File: src/sv/ttb_pkg.sv
package ttb_pkg;

    localparam int FRAC_BITS = 16;

    localparam int POS_W  = 24;
    localparam int TEX_W  = 17;
    localparam int VEC_W  = 32;

    localparam int DP_W   = POS_W + 1;
    localparam int DT_W   = TEX_W + 1;
    localparam int PROD_W = DP_W + DT_W;
    localparam int NUM_W  = PROD_W + 1;
    localparam int DET_W  = 2 * DT_W + 1;

    typedef struct packed {
        logic signed [POS_W-1:0] pos_x;
        logic signed [POS_W-1:0] pos_y;
        logic signed [POS_W-1:0] pos_z;
        logic        [TEX_W-1:0] tex_u;
        logic        [TEX_W-1:0] tex_v;
    } vertex_word_t;

    typedef struct packed {
        logic signed [VEC_W-1:0] tangent_x;
        logic signed [VEC_W-1:0] tangent_y;
        logic signed [VEC_W-1:0] tangent_z;
        logic signed [VEC_W-1:0] bitangent_x;
        logic signed [VEC_W-1:0] bitangent_y;
        logic signed [VEC_W-1:0] bitangent_z;
        logic                    degenerate;
        logic                    saturated;
    } basis_word_t;

endpackage

File: src/sv/triangle_tangent_bitangent.sv
// Tangent and bitangent of each triangle in a vertex stream.
// vertex channel: one word per vertex (Q8.16 position, Q1.16 texcoord).
// Three consecutive vertices form a triangle; the first two are only held
// and accepted whenever the sequencer is idle, the third starts the computation.
// basis channel: one word per triangle, tangent and bitangent in Q16.16,
// truncated toward zero and clamped, with degenerate and saturated flags.
// The third vertex starts the sequencer: the determinant first, then each of
// the six components in turn (through the shared 25x18 multiplier, a
// magnitude and range check, the one-bit restoring divider, skipped for a
// component out of range, and a clamp), then the load of the output
// register; a zero determinant skips the six components. vertex_stall is
// high all the while the sequencer is busy.
// A finished word waits in the output register; a new triangle may be
// computed meanwhile, but it holds in its last step while basis_stall
// keeps the previous word in place.
// Reset clears the vertex count, so the next vertex starts a triangle, and
// drops basis_valid.
module triangle_tangent_bitangent
    import ttb_pkg::*;
(
    input  logic         clk,
    input  logic         rst_n,
    input  logic         vertex_valid,
    output logic         vertex_stall,
    input  vertex_word_t vertex,
    output logic         basis_valid,
    input  logic         basis_stall,
    output basis_word_t  basis
);

    localparam int D_UW   = DET_W;
    localparam int T_W    = D_UW + 1;
    localparam int CNT_W  = $clog2(VEC_W);
    localparam int IDX_W  = 3;

    localparam logic [IDX_W-1:0] IDX_FIRST = 3'd0;
    localparam logic [IDX_W-1:0] IDX_BITAN = 3'd3;
    localparam logic [IDX_W-1:0] IDX_LAST  = 3'd5;
    localparam logic [IDX_W-1:0] IDX_DET   = 3'd6;

    localparam logic [1:0] PH_FIRST  = 2'd0;
    localparam logic [1:0] PH_SECOND = 2'd1;
    localparam logic [1:0] PH_THIRD  = 2'd2;

    typedef enum logic [3:0] {
        ST_IDLE,
        ST_MUL_A,
        ST_MUL_B,
        ST_SUB,
        ST_DET_CHK,
        ST_ABS,
        ST_DIV_CHK,
        ST_DIV_RUN,
        ST_DIV_DONE,
        ST_FIN
    } state_t;

    state_t               state_reg;
    logic [1:0]           phase_reg;
    logic [IDX_W-1:0]     idx_reg;
    logic [CNT_W-1:0]     cnt_reg;
    logic                 out_valid_reg;
    basis_word_t          out_reg;

    logic signed [POS_W-1:0]  p0_reg [3];
    logic signed [POS_W-1:0]  p1_reg [3];
    logic [TEX_W-1:0]         u0_reg, v0_reg, u1_reg, v1_reg;

    logic signed [DP_W-1:0]   dp1_reg [3];
    logic signed [DP_W-1:0]   dp2_reg [3];
    logic signed [DT_W-1:0]   du1_reg, dv1_reg, du2_reg, dv2_reg;

    logic signed [PROD_W-1:0] prod_reg;
    logic signed [NUM_W-1:0]  acc_reg;
    logic [D_UW-1:0]          d_reg;
    logic                     det_neg_reg;
    logic [NUM_W-1:0]         n_reg;
    logic                     neg_reg;
    logic                     big_reg;
    logic [D_UW-1:0]          rem_reg;
    logic [VEC_W-1:0]         low_reg;
    logic                     sat_reg;
    logic                     degen_reg;
    logic signed [VEC_W-1:0]  res_reg [6];

    logic signed [POS_W-1:0]  vin_p [3];
    logic                     accept;
    logic [1:0]               comp;
    logic signed [DP_W-1:0]   mul_a;
    logic signed [DT_W-1:0]   mul_b;
    logic signed [PROD_W-1:0] prod_full;
    logic [D_UW-1:0]          rem_init;
    logic [T_W-1:0]           trial;
    logic                     trial_ge;
    logic [VEC_W-1:0]         lim;
    logic                     over;
    logic [VEC_W-1:0]         mag;
    logic                     out_load;

    assign vin_p[0] = vertex.pos_x;
    assign vin_p[1] = vertex.pos_y;
    assign vin_p[2] = vertex.pos_z;

    assign vertex_stall = (state_reg != ST_IDLE);
    assign accept       = vertex_valid && !vertex_stall;
    assign basis_valid  = out_valid_reg;
    assign basis        = out_reg;
    assign out_load     = (state_reg == ST_FIN) && (!out_valid_reg || !basis_stall);

    // shared multiplier operand selection
    always_comb
    begin
        comp  = (idx_reg >= IDX_BITAN) ? 2'(idx_reg - IDX_BITAN) : idx_reg[1:0];
        mul_a = '0;
        mul_b = '0;
        if (idx_reg == IDX_DET)
        begin
            mul_a = (state_reg == ST_MUL_A) ? DP_W'(du1_reg) : DP_W'(dv1_reg);
            mul_b = (state_reg == ST_MUL_A) ? dv2_reg : du2_reg;
        end
        else if (idx_reg < IDX_BITAN)
        begin
            mul_a = (state_reg == ST_MUL_A) ? dp1_reg[comp] : dp2_reg[comp];
            mul_b = (state_reg == ST_MUL_A) ? dv2_reg : dv1_reg;
        end
        else
        begin
            mul_a = (state_reg == ST_MUL_A) ? dp2_reg[comp] : dp1_reg[comp];
            mul_b = (state_reg == ST_MUL_A) ? du1_reg : du2_reg;
        end
    end

    assign prod_full = mul_a * mul_b;

    // divider step and clamp
    assign rem_init = D_UW'(n_reg >> (VEC_W - FRAC_BITS));
    assign trial    = {rem_reg, low_reg[VEC_W-1]};
    assign trial_ge = (trial >= T_W'(d_reg));
    assign lim      = neg_reg ? {1'b1, {(VEC_W-1){1'b0}}} : {1'b0, {(VEC_W-1){1'b1}}};
    assign over     = big_reg || (low_reg > lim);
    assign mag      = over ? lim : low_reg;

    // sequencer and output register
    always_ff @(posedge clk or negedge rst_n)
    begin
        if (!rst_n)
        begin
            state_reg     <= ST_IDLE;
            phase_reg     <= PH_FIRST;
            idx_reg       <= IDX_DET;
            cnt_reg       <= '0;
            out_valid_reg <= 1'b0;
            out_reg       <= '0;
        end
        else
        begin
            if (out_load)
            begin
                out_valid_reg <= 1'b1;
            end
            else if (out_valid_reg && !basis_stall)
            begin
                out_valid_reg <= 1'b0;
            end
            case (state_reg)
                ST_IDLE:
                begin
                    if (accept)
                    begin
                        case (phase_reg)
                            PH_SECOND:
                            begin
                                phase_reg <= PH_THIRD;
                            end
                            PH_THIRD:
                            begin
                                phase_reg <= PH_FIRST;
                                idx_reg   <= IDX_DET;
                                state_reg <= ST_MUL_A;
                            end
                            default:
                            begin
                                phase_reg <= PH_SECOND;
                            end
                        endcase
                    end
                end
                ST_MUL_A:
                begin
                    state_reg <= ST_MUL_B;
                end
                ST_MUL_B:
                begin
                    state_reg <= ST_SUB;
                end
                ST_SUB:
                begin
                    state_reg <= (idx_reg == IDX_DET) ? ST_DET_CHK : ST_ABS;
                end
                ST_DET_CHK:
                begin
                    idx_reg   <= IDX_FIRST;
                    state_reg <= (acc_reg == '0) ? ST_FIN : ST_MUL_A;
                end
                ST_ABS:
                begin
                    state_reg <= ST_DIV_CHK;
                end
                ST_DIV_CHK:
                begin
                    cnt_reg   <= '0;
                    state_reg <= (rem_init >= d_reg) ? ST_DIV_DONE : ST_DIV_RUN;
                end
                ST_DIV_RUN:
                begin
                    cnt_reg <= cnt_reg + 1'b1;
                    if (cnt_reg == CNT_W'(VEC_W - 1))
                    begin
                        state_reg <= ST_DIV_DONE;
                    end
                end
                ST_DIV_DONE:
                begin
                    if (idx_reg == IDX_LAST)
                    begin
                        state_reg <= ST_FIN;
                    end
                    else
                    begin
                        idx_reg   <= idx_reg + 1'b1;
                        state_reg <= ST_MUL_A;
                    end
                end
                ST_FIN:
                begin
                    if (out_load)
                    begin
                        state_reg           <= ST_IDLE;
                        out_reg.tangent_x   <= degen_reg ? '0 : res_reg[0];
                        out_reg.tangent_y   <= degen_reg ? '0 : res_reg[1];
                        out_reg.tangent_z   <= degen_reg ? '0 : res_reg[2];
                        out_reg.bitangent_x <= degen_reg ? '0 : res_reg[3];
                        out_reg.bitangent_y <= degen_reg ? '0 : res_reg[4];
                        out_reg.bitangent_z <= degen_reg ? '0 : res_reg[5];
                        out_reg.degenerate  <= degen_reg;
                        out_reg.saturated   <= !degen_reg && sat_reg;
                    end
                end
                default:
                begin
                    state_reg <= ST_IDLE;
                end
            endcase
        end
    end

    // datapath
    always_ff @(posedge clk)
    begin
        if (accept)
        begin
            case (phase_reg)
                PH_SECOND:
                begin
                    for (int i = 0; i < 3; i++)
                    begin
                        p1_reg[i] <= vin_p[i];
                    end
                    u1_reg <= vertex.tex_u;
                    v1_reg <= vertex.tex_v;
                end
                PH_THIRD:
                begin
                    for (int i = 0; i < 3; i++)
                    begin
                        dp1_reg[i] <= DP_W'(p1_reg[i]) - DP_W'(p0_reg[i]);
                        dp2_reg[i] <= DP_W'(vin_p[i]) - DP_W'(p0_reg[i]);
                    end
                    du1_reg   <= DT_W'(u1_reg) - DT_W'(u0_reg);
                    dv1_reg   <= DT_W'(v1_reg) - DT_W'(v0_reg);
                    du2_reg   <= DT_W'(vertex.tex_u) - DT_W'(u0_reg);
                    dv2_reg   <= DT_W'(vertex.tex_v) - DT_W'(v0_reg);
                    sat_reg   <= 1'b0;
                    degen_reg <= 1'b0;
                end
                default:
                begin
                    for (int i = 0; i < 3; i++)
                    begin
                        p0_reg[i] <= vin_p[i];
                    end
                    u0_reg <= vertex.tex_u;
                    v0_reg <= vertex.tex_v;
                end
            endcase
        end

        case (state_reg)
            ST_MUL_A:
            begin
                prod_reg <= prod_full;
            end
            ST_MUL_B:
            begin
                prod_reg <= prod_full;
                acc_reg  <= NUM_W'(prod_reg);
            end
            ST_SUB:
            begin
                acc_reg <= acc_reg - NUM_W'(prod_reg);
            end
            ST_DET_CHK:
            begin
                d_reg       <= acc_reg[NUM_W-1] ? D_UW'(-acc_reg) : D_UW'(acc_reg);
                det_neg_reg <= acc_reg[NUM_W-1];
                if (acc_reg == '0)
                begin
                    degen_reg <= 1'b1;
                end
            end
            ST_ABS:
            begin
                n_reg   <= acc_reg[NUM_W-1] ? NUM_W'(-acc_reg) : NUM_W'(acc_reg);
                neg_reg <= acc_reg[NUM_W-1] ^ det_neg_reg;
            end
            ST_DIV_CHK:
            begin
                big_reg <= (rem_init >= d_reg);
                rem_reg <= rem_init;
                low_reg <= VEC_W'({n_reg, {FRAC_BITS{1'b0}}});
            end
            ST_DIV_RUN:
            begin
                rem_reg <= trial_ge ? D_UW'(trial - T_W'(d_reg)) : D_UW'(trial);
                low_reg <= {low_reg[VEC_W-2:0], trial_ge};
            end
            ST_DIV_DONE:
            begin
                res_reg[idx_reg] <= neg_reg ? (VEC_W'(0) - mag) : mag;
                if (over)
                begin
                    sat_reg <= 1'b1;
                end
            end
            default:
            begin
            end
        endcase
    end

    a_degen_zero: assert property (@(posedge clk) disable iff (!rst_n)
        (basis_valid && basis.degenerate) |->
            (basis.tangent_x == 0 && basis.tangent_y == 0 && basis.tangent_z == 0 &&
             basis.bitangent_x == 0 && basis.bitangent_y == 0 &&
             basis.bitangent_z == 0 && !basis.saturated))
        else $error("degenerate word with nonzero payload");

    a_div_nonzero: assert property (@(posedge clk) disable iff (!rst_n)
        (state_reg == ST_DIV_RUN) |-> (d_reg != '0))
        else $error("division by zero determinant");

    a_third_starts: assert property (@(posedge clk) disable iff (!rst_n)
        (accept && phase_reg == PH_THIRD) |=> (state_reg == ST_MUL_A && idx_reg == IDX_DET))
        else $error("third vertex did not start the sequencer");

    a_load_from_fin: assert property (@(posedge clk) disable iff (!rst_n)
        $rose(out_valid_reg) |-> ($past(state_reg) == ST_FIN))
        else $error("result word loaded outside final step");

    a_idx_range: assert property (@(posedge clk) disable iff (!rst_n)
        (state_reg == ST_DIV_RUN || state_reg == ST_DIV_DONE) |-> (idx_reg <= IDX_LAST))
        else $error("component index out of range during division");

endmodule

File: config.mk
export PLATFORM = sky130hd
export DESIGN_NAME = triangle_tangent_bitangent
export DESIGN_NICKNAME = d
export VERILOG_FILES = /design/src/sv/ttb_pkg.sv /design/src/sv/triangle_tangent_bitangent.sv
export SDC_FILE = /design/constraint.sdc
export NUM_CORES = 2
export LEC_CHECK = 0
export BUFFER_PORTS_ARGS = -buffer_cell sky130_fd_sc_hd__buf_2
export CAP_MARGIN = 20
export CORE_AREA = 2 2 427 429
export CTS_BUF_LIST = sky130_fd_sc_hd__clkbuf_8
export CTS_CLUSTER_DIAMETER = 200
export DETAILED_ROUTE_END_ITERATION = 10
export DIE_AREA = 0 0 429 431
export GPL_TIMING_DRIVEN = 0
export PLACE_DENSITY = 0.53
export SYNTH_ARGS = -nofsm -noshare
export SYNTH_HDL_FRONTEND = slang
export SYNTH_SLANG_ARGS = --single-unit
File: constraint.sdc
create_clock -name clk -period 21 [get_ports clk]
set_input_delay 0 -clock clk [delete_from_list [all_inputs] [get_ports clk]]
set_output_delay 0 -clock clk [all_outputs]
set_load 0.01 [all_outputs]
After elaboration in Yosys (flattened, before gate mapping)
Memories as Yosys holds them, arrays and structs flattened.
Cells that the tools add are included.
{"block": "word_totals", "ff_bits": 591, "ramBits": 486, "in_bits": 110, "out_inout_bits": 196, "elab_cells": 170, "mem_count": 5}
{"memory": "res_reg", "words": 6, "width": 32, "rd": 6, "rd_ports_with_merged_regs": 0, "write_ports": 1, "line_no": "triangle_tangent_bitangent.sv:84", "rtl": "logic signed [VEC_W-1:0] res_reg [6];"}
{"memory": "dp1_reg", "words": 3, "width": 25, "rd": 1, "rd_ports_with_merged_regs": 0, "write_ports": 3, "line_no": "triangle_tangent_bitangent.sv:69", "rtl": "logic signed [DP_W-1:0] dp1_reg [3];"}
{"memory": "dp2_reg", "words": 3, "width": 25, "rd": 1, "rd_ports_with_merged_regs": 0, "write_ports": 3, "line_no": "triangle_tangent_bitangent.sv:70", "rtl": "logic signed [DP_W-1:0] dp2_reg [3];"}
{"memory": "p0_reg", "words": 3, "width": 24, "rd": 3, "rd_ports_with_merged_regs": 0, "write_ports": 3, "line_no": "triangle_tangent_bitangent.sv:65", "rtl": "logic signed [POS_W-1:0] p0_reg [3];"}
{"memory": "p1_reg", "words": 3, "width": 24, "rd": 3, "rd_ports_with_merged_regs": 0, "write_ports": 3, "line_no": "triangle_tangent_bitangent.sv:66", "rtl": "logic signed [POS_W-1:0] p1_reg [3];"}
{"block": "classes", "add_sub_neg": 17, "n_mul": 1, "magnitude_cmp": 5, "eq_ne": 19, "muxes": 62, "n_bitwise": 2, "n_reduce_logical": 26}
{"op": "two-way mux 32 bit", "count": 9}
{"op": "subtractor 24 x 24 -> 25 bit", "count": 6}
{"op": "two-way mux 25 bit", "count": 5}
{"op": "two-way mux 18 bit", "count": 5}
{"op": "one-hot mux 44 bit (2 select lines)", "count": 1}
{"op": "two-way mux 37 bit", "count": 2}
{"op": "one-hot mux 37 bit (2 select lines)", "count": 1}
{"op": "subtractor 17 x 17 -> 18 bit", "count": 4}
{"op": "one-hot mux 32 bit (2 select lines)", "count": 1}
{"op": "zero test 44 bit", "count": 1}
{"op": "negation 44 bit", "count": 1}
{"op": "subtractor 44 x 43 -> 44 bit", "count": 1}
{"op": "multiplier 25 x 18 -> 43 bit", "count": 1}
{"op": "two-way mux 43 bit", "count": 1}
{"op": "one-hot mux 4 bit (10 select lines)", "count": 1}
{"op": ">= comparator 38 x 37 -> 1 bit", "count": 1}
{"op": ">= comparator 28 x 37 -> 1 bit", "count": 1}
{"op": "subtractor 37 bit", "count": 1}
{"op": "greater-than comparator 32 bit", "count": 1}
{"op": "subtractor 1 x 32 -> 32 bit (first input constant)", "count": 1}
{"op": "two-way mux 4 bit", "count": 7}
{"op": "two-way mux 1 bit", "count": 22}
{"op": "== test 4 x 3 -> 1 bit (second input constant)", "count": 4}
{"op": "inequality test 2 bit (second input constant)", "count": 5}
{"op": "29 further kinds", "count": 49}

Depth between registers and ports, before layout
An unclocked memory read counts as a cell.
{"block": "logic_depth", "ltp_word": 7, "ltp_mapped": 39, "mapped_depth_nobuf": 36}

Worst setup path after synthesis
OpenSTA, ideal clock, no wires.
{"block": "synth_timing", "path_type": "register to register", "start": "register idx_reg[2]", "end": "register prod_reg[41], data pin", "setup_time_ns": 0.258, "t_arrival_ns": 8.263, "slack_ns": 12.479, "path_stages_with_launch": 36, "path_buffers": 4, "synth_period_minus_slack_ns": 8.521, "path_cell_list": "dfstp_2 buf_2 inv_1 ha_1 nor3_1 nand2_1 o21ai_2 buf_2 buf_2 mux4_2 nand2_1 o21ai_0 nand2_1 o21ai_1 buf_2 nand2_1 fa_1 fa_1 fa_1 inv_1 fa_1 fa_1 inv_1 fa_1 inv_1 ha_1 a211o_1 or3_1 o21bai_1 o311a_1 nor4_1 nor4b_2 o211ai_1 a21o_1 a21oi_1 xnor2_1"}
{"block": "synth_between", "elab_chain_len": 7, "elab_cells_between_ends": 13, "classes_between": "1 x mul; 2 x order compare; 1 x eq/ne; 7 x mux; 2 x memory"}
{"element": "from (decl)", "line_no": "triangle_tangent_bitangent.sv:60", "rtl": "logic [IDX_W-1:0] idx_reg;"}
{"element": "from (signal assigned)", "line_no": "triangle_tangent_bitangent.sv:230", "rtl": "idx_reg <= idx_reg + 1'b1;"}
{"element": ">= comparator 3 x 2 -> 1 bit", "line_no": "triangle_tangent_bitangent.sv:113", "rtl": "comp = (idx_reg >= IDX_BITAN) ? 2'(idx_reg - IDX_BITAN) : idx_reg[1:0];"}
{"element": "two-way mux 2 bit", "line_no": "triangle_tangent_bitangent.sv:113"}
{"element": "memory read (3 x 25 bit), on equally long branches"}
{"element": "two-way mux 25 bit, on equally long branches", "line_no": "triangle_tangent_bitangent.sv:128, triangle_tangent_bitangent.sv:123"}
{"element": "two-way mux 25 bit", "line_no": "triangle_tangent_bitangent.sv:121", "rtl": "else if (idx_reg < IDX_BITAN)"}
{"element": "two-way mux 25 bit", "line_no": "triangle_tangent_bitangent.sv:116", "rtl": "if (idx_reg == IDX_DET)"}
{"element": "multiplier 25 x 18 -> 43 bit *", "line_no": "triangle_tangent_bitangent.sv:133", "rtl": "assign prod_full = mul_a * mul_b;"}
{"element": "via prod_full[41]", "line_no": "triangle_tangent_bitangent.sv:91", "rtl": "logic signed [PROD_W-1:0] prod_full;"}
{"element": "to (signal assigned)", "line_no": "triangle_tangent_bitangent.sv:301", "rtl": "prod_reg <= prod_full;"}
{"element": "to (signal assigned)", "line_no": "triangle_tangent_bitangent.sv:305", "rtl": "prod_reg <= prod_full;"}
{"element": "to (decl)", "line_no": "triangle_tangent_bitangent.sv:73", "rtl": "logic signed [PROD_W-1:0] prod_reg;"}
Mark *: on every way through the listed nets, which the timed path passes. The rest lies on a longest branch.
A chain may end at the register's enable or synchronous reset.

Worst setup path in the final report
Ends and elaborated chain as after synthesis.

==> metrics.csv <==
metric,value,unit
portBuffers,305,
crit_family,adder cells,
wl,208000,µm
cp.required,21.66,ns
cp-end-kind,flop,
regArea,31300,µm²
largest_register_ffs,194,
grt_pass1_vias,52648,
clockBufferDepth,3,
coreArea,180000,µm²
max-cap-violations,0,
drive_gt1_share,9.78,%
dr.first_iter.drc_count,3423,
slowest_stage,clkbuf_1,
period_needed,11.31,ns
holdBufCountCts,222,
crit_type,reg -> reg,
nFillCells,17020,
arrival,11.97,ns
synth_compound_area_share,11.1,%
crit_top_cell,fa_1,
status,"complete, no violations",
rsz0062_at_grt,false,
critPathBufInv,9,
seq_area_frac_synth,43.5,%
fmax,0.0884,GHz
synth_area,71900,µm²
syn_nets,7803,
clock_skew,0.0746,ns
fin_crit_sh,53.9,%
dp_hpwl,160000,µm
rows,156,
hold_class,in -> reg,
async_flop_share,19.4,%
cts_setup_buffers,0,
synth_top_family_by_area,adder cells,
grt_usage,22.5,%
routedWlPerCell,20.7,µm
synth_fa_ha_area_share,20.8,%
die_w,429,µm
worstRegToRegCells,36,
setup_viol,0,
fp.dieArea,185000,µm²
ant_nets,0,
final_hold_viol_count,0,
cts-root-buf,clkbuf_8,
layout.nets,8568,
yosys_warnings,0,
final_common_cell,inv_1,
synthMuxAreaShare,2.50,%
grt_remaining_overflow,0,
multiInputGateArea,36600,µm²
crit_path_start_kind,flop,
cts_buffers,191,
cp_slowest_stage_delay,0.86,ns
drcViolationCount,0,
grt_pass1_wl,319000,µm
clock_latency,0.94,ns
cts-htree-levels,4,
relSlewSlack,17.3,%
synth_edf_count,866,
die_h,431,µm
maxSlewViolCount,0,
cts_tree,done,
finalSetupTns,0,ns
start_util,39.9,%
grt_max_degree,125,
antenna_found_initial,15,
place_congestion,0.949,
io_pins,306,
synth_xor_area_share,3.40,%
area_delta_synth_final,15.6,%
clkTransAtPathRegs,0.06,ns
tightest_slew,1.23,ns
clock_sinks,1077,
ys_seq_elements,1077,
firstDrtPassIters,6,
synth-simple-area-share,13.0,%
cp.depth,36,
via_per_inst,5.15,
whs_path_depth,5,
synthFlopType,edfxtp_1,
vias,51808,
final_cell_mix,"inv_1, edfxtp_1, nand2_1, o21ai_0, ha_1",
syn_area_per_cell,10.6,µm²
synth_cells,6771,
path_max_fanout,10,
post_cts_resized,0,
yosysUniqueCellTypes,92,
[logic make-up after synthesis]
kind of cell	after synthesis
fa+ha+maj	922
buf+inv	1081
flops	1077
mux	130
simple gates	1994
compound gates	1289
xor+xnor	278
[tightest hold or removal path: stages]
cell	delay, ns
dlygate4sd3_1	0.52
buf_2	0.11
ha_1	0.17
nor2_1	0.06
nor2_1	0.07
[metal layers]
| metal | GRT usage, % | up-vias | wire length, µm |
|---|---|---|---|
| met5 | 0 | - | 0 |
| met4 | 8.07 | 0 | 7480 |
| met3 | 3.42 | 340 | 9570 |
| met2 | 37.1 | 1276 | 97400 |
| met1 | 30.3 | 25491 | 93900 |
| li1 | - | 24701 | - |
[final timing paths]
check / startpoint / to / slack [ns]
max in group asynchronous: rst_n / cnt_reg[0] / 20.23
worst max register to register: idx_reg[2] / prod_reg[41] / 9.69
worst min-delay path: vertex[85] / dp2_reg[0][3] / 0.12
min in group asynchronous: rst_n / basis[81] / 0.21
worst max-delay path: idx_reg[2] / prod_reg[41] / 9.69
worst min register to register: basis[112] / basis[112] / 0.47
[area by class of cell]
type                            count  share of cell area [%]
Antenna cell                        5                  0.0151
Buffer                            208                    1.02
Clock buffer                      204                    3.38
Clock inverter                    142                    1.13
Inverter                          873                    3.96
Multi-Input combinational cell   4613                    44.0
Sequential cell                  1077                    37.6
Tap cell                         2370                    3.57
Timing Repair Buffer              572                    5.29
[stage by stage]
step | hold WS (ns) | setup slack, ns | area [µm²] | std cells | util, %
floorplan | -0.296 | 12.48 | 71900 | 6771 | -
global placement | 0.206 | 9.85 | 76400 | 9446 | 42.4
detailed placement | 0.161 | 9.75 | 77000 | 9486 | 42.8
CTS | 0.00283 | 9.69 | 83000 | 10054 | 46.1
global route | 0.0443 | 9.15 | 83100 | 10062 | 46.1
finish | 0.123 | 9.69 | 83100 | 10064 | 46.1
[Yosys cell counts (10+ instances only)]
master / n / area, µm²
or2_2: 21 / 131
nand2b_1: 251 / 1570
o31ai_1: 29 / 218
mux4_2: 39 / 878
o211ai_1: 16 / 120
a211oi_1: 35 / 263
a211o_1: 10 / 87.6
nand3_1: 66 / 330
a31oi_1: 45 / 282
buf_1: 14 / 52.6
a31o_2: 12 / 105
ha_1: 469 / 5870
dfrtp_1: 207 / 5180
nor2b_1: 79 / 494
buf_2: 32 / 160
and3_1: 40 / 250
o21a_1: 72 / 541
nand2_1: 830 / 3120
o21ai_0: 478 / 2390
a221oi_1: 12 / 105
or4_1: 14 / 105
a21o_1: 124 / 931
o41ai_1: 15 / 131
and2_1: 80 / 500
or3_1: 37 / 231
nand4_1: 24 / 150
mux2i_1: 87 / 871
nor3_1: 102 / 510
o22ai_1: 23 / 144
nor4_1: 14 / 87.6
inv_1: 873 / 3280
xor2_1: 63 / 552
edfxtp_1: 866 / 26000
a2111oi_0: 11 / 96.3
fa_1: 453 / 9070
o21ai_1: 21 / 105
nor2_1: 402 / 1510
a21boi_0: 47 / 353
clkbuf_1: 155 / 582
o21bai_1: 19 / 143
a21oi_1: 247 / 1240
xnor2_1: 214 / 1870
Power is left out: the tool's default activity adds up to more than one toggle a clock period on the data nets, which glitch-free logic cannot reach.
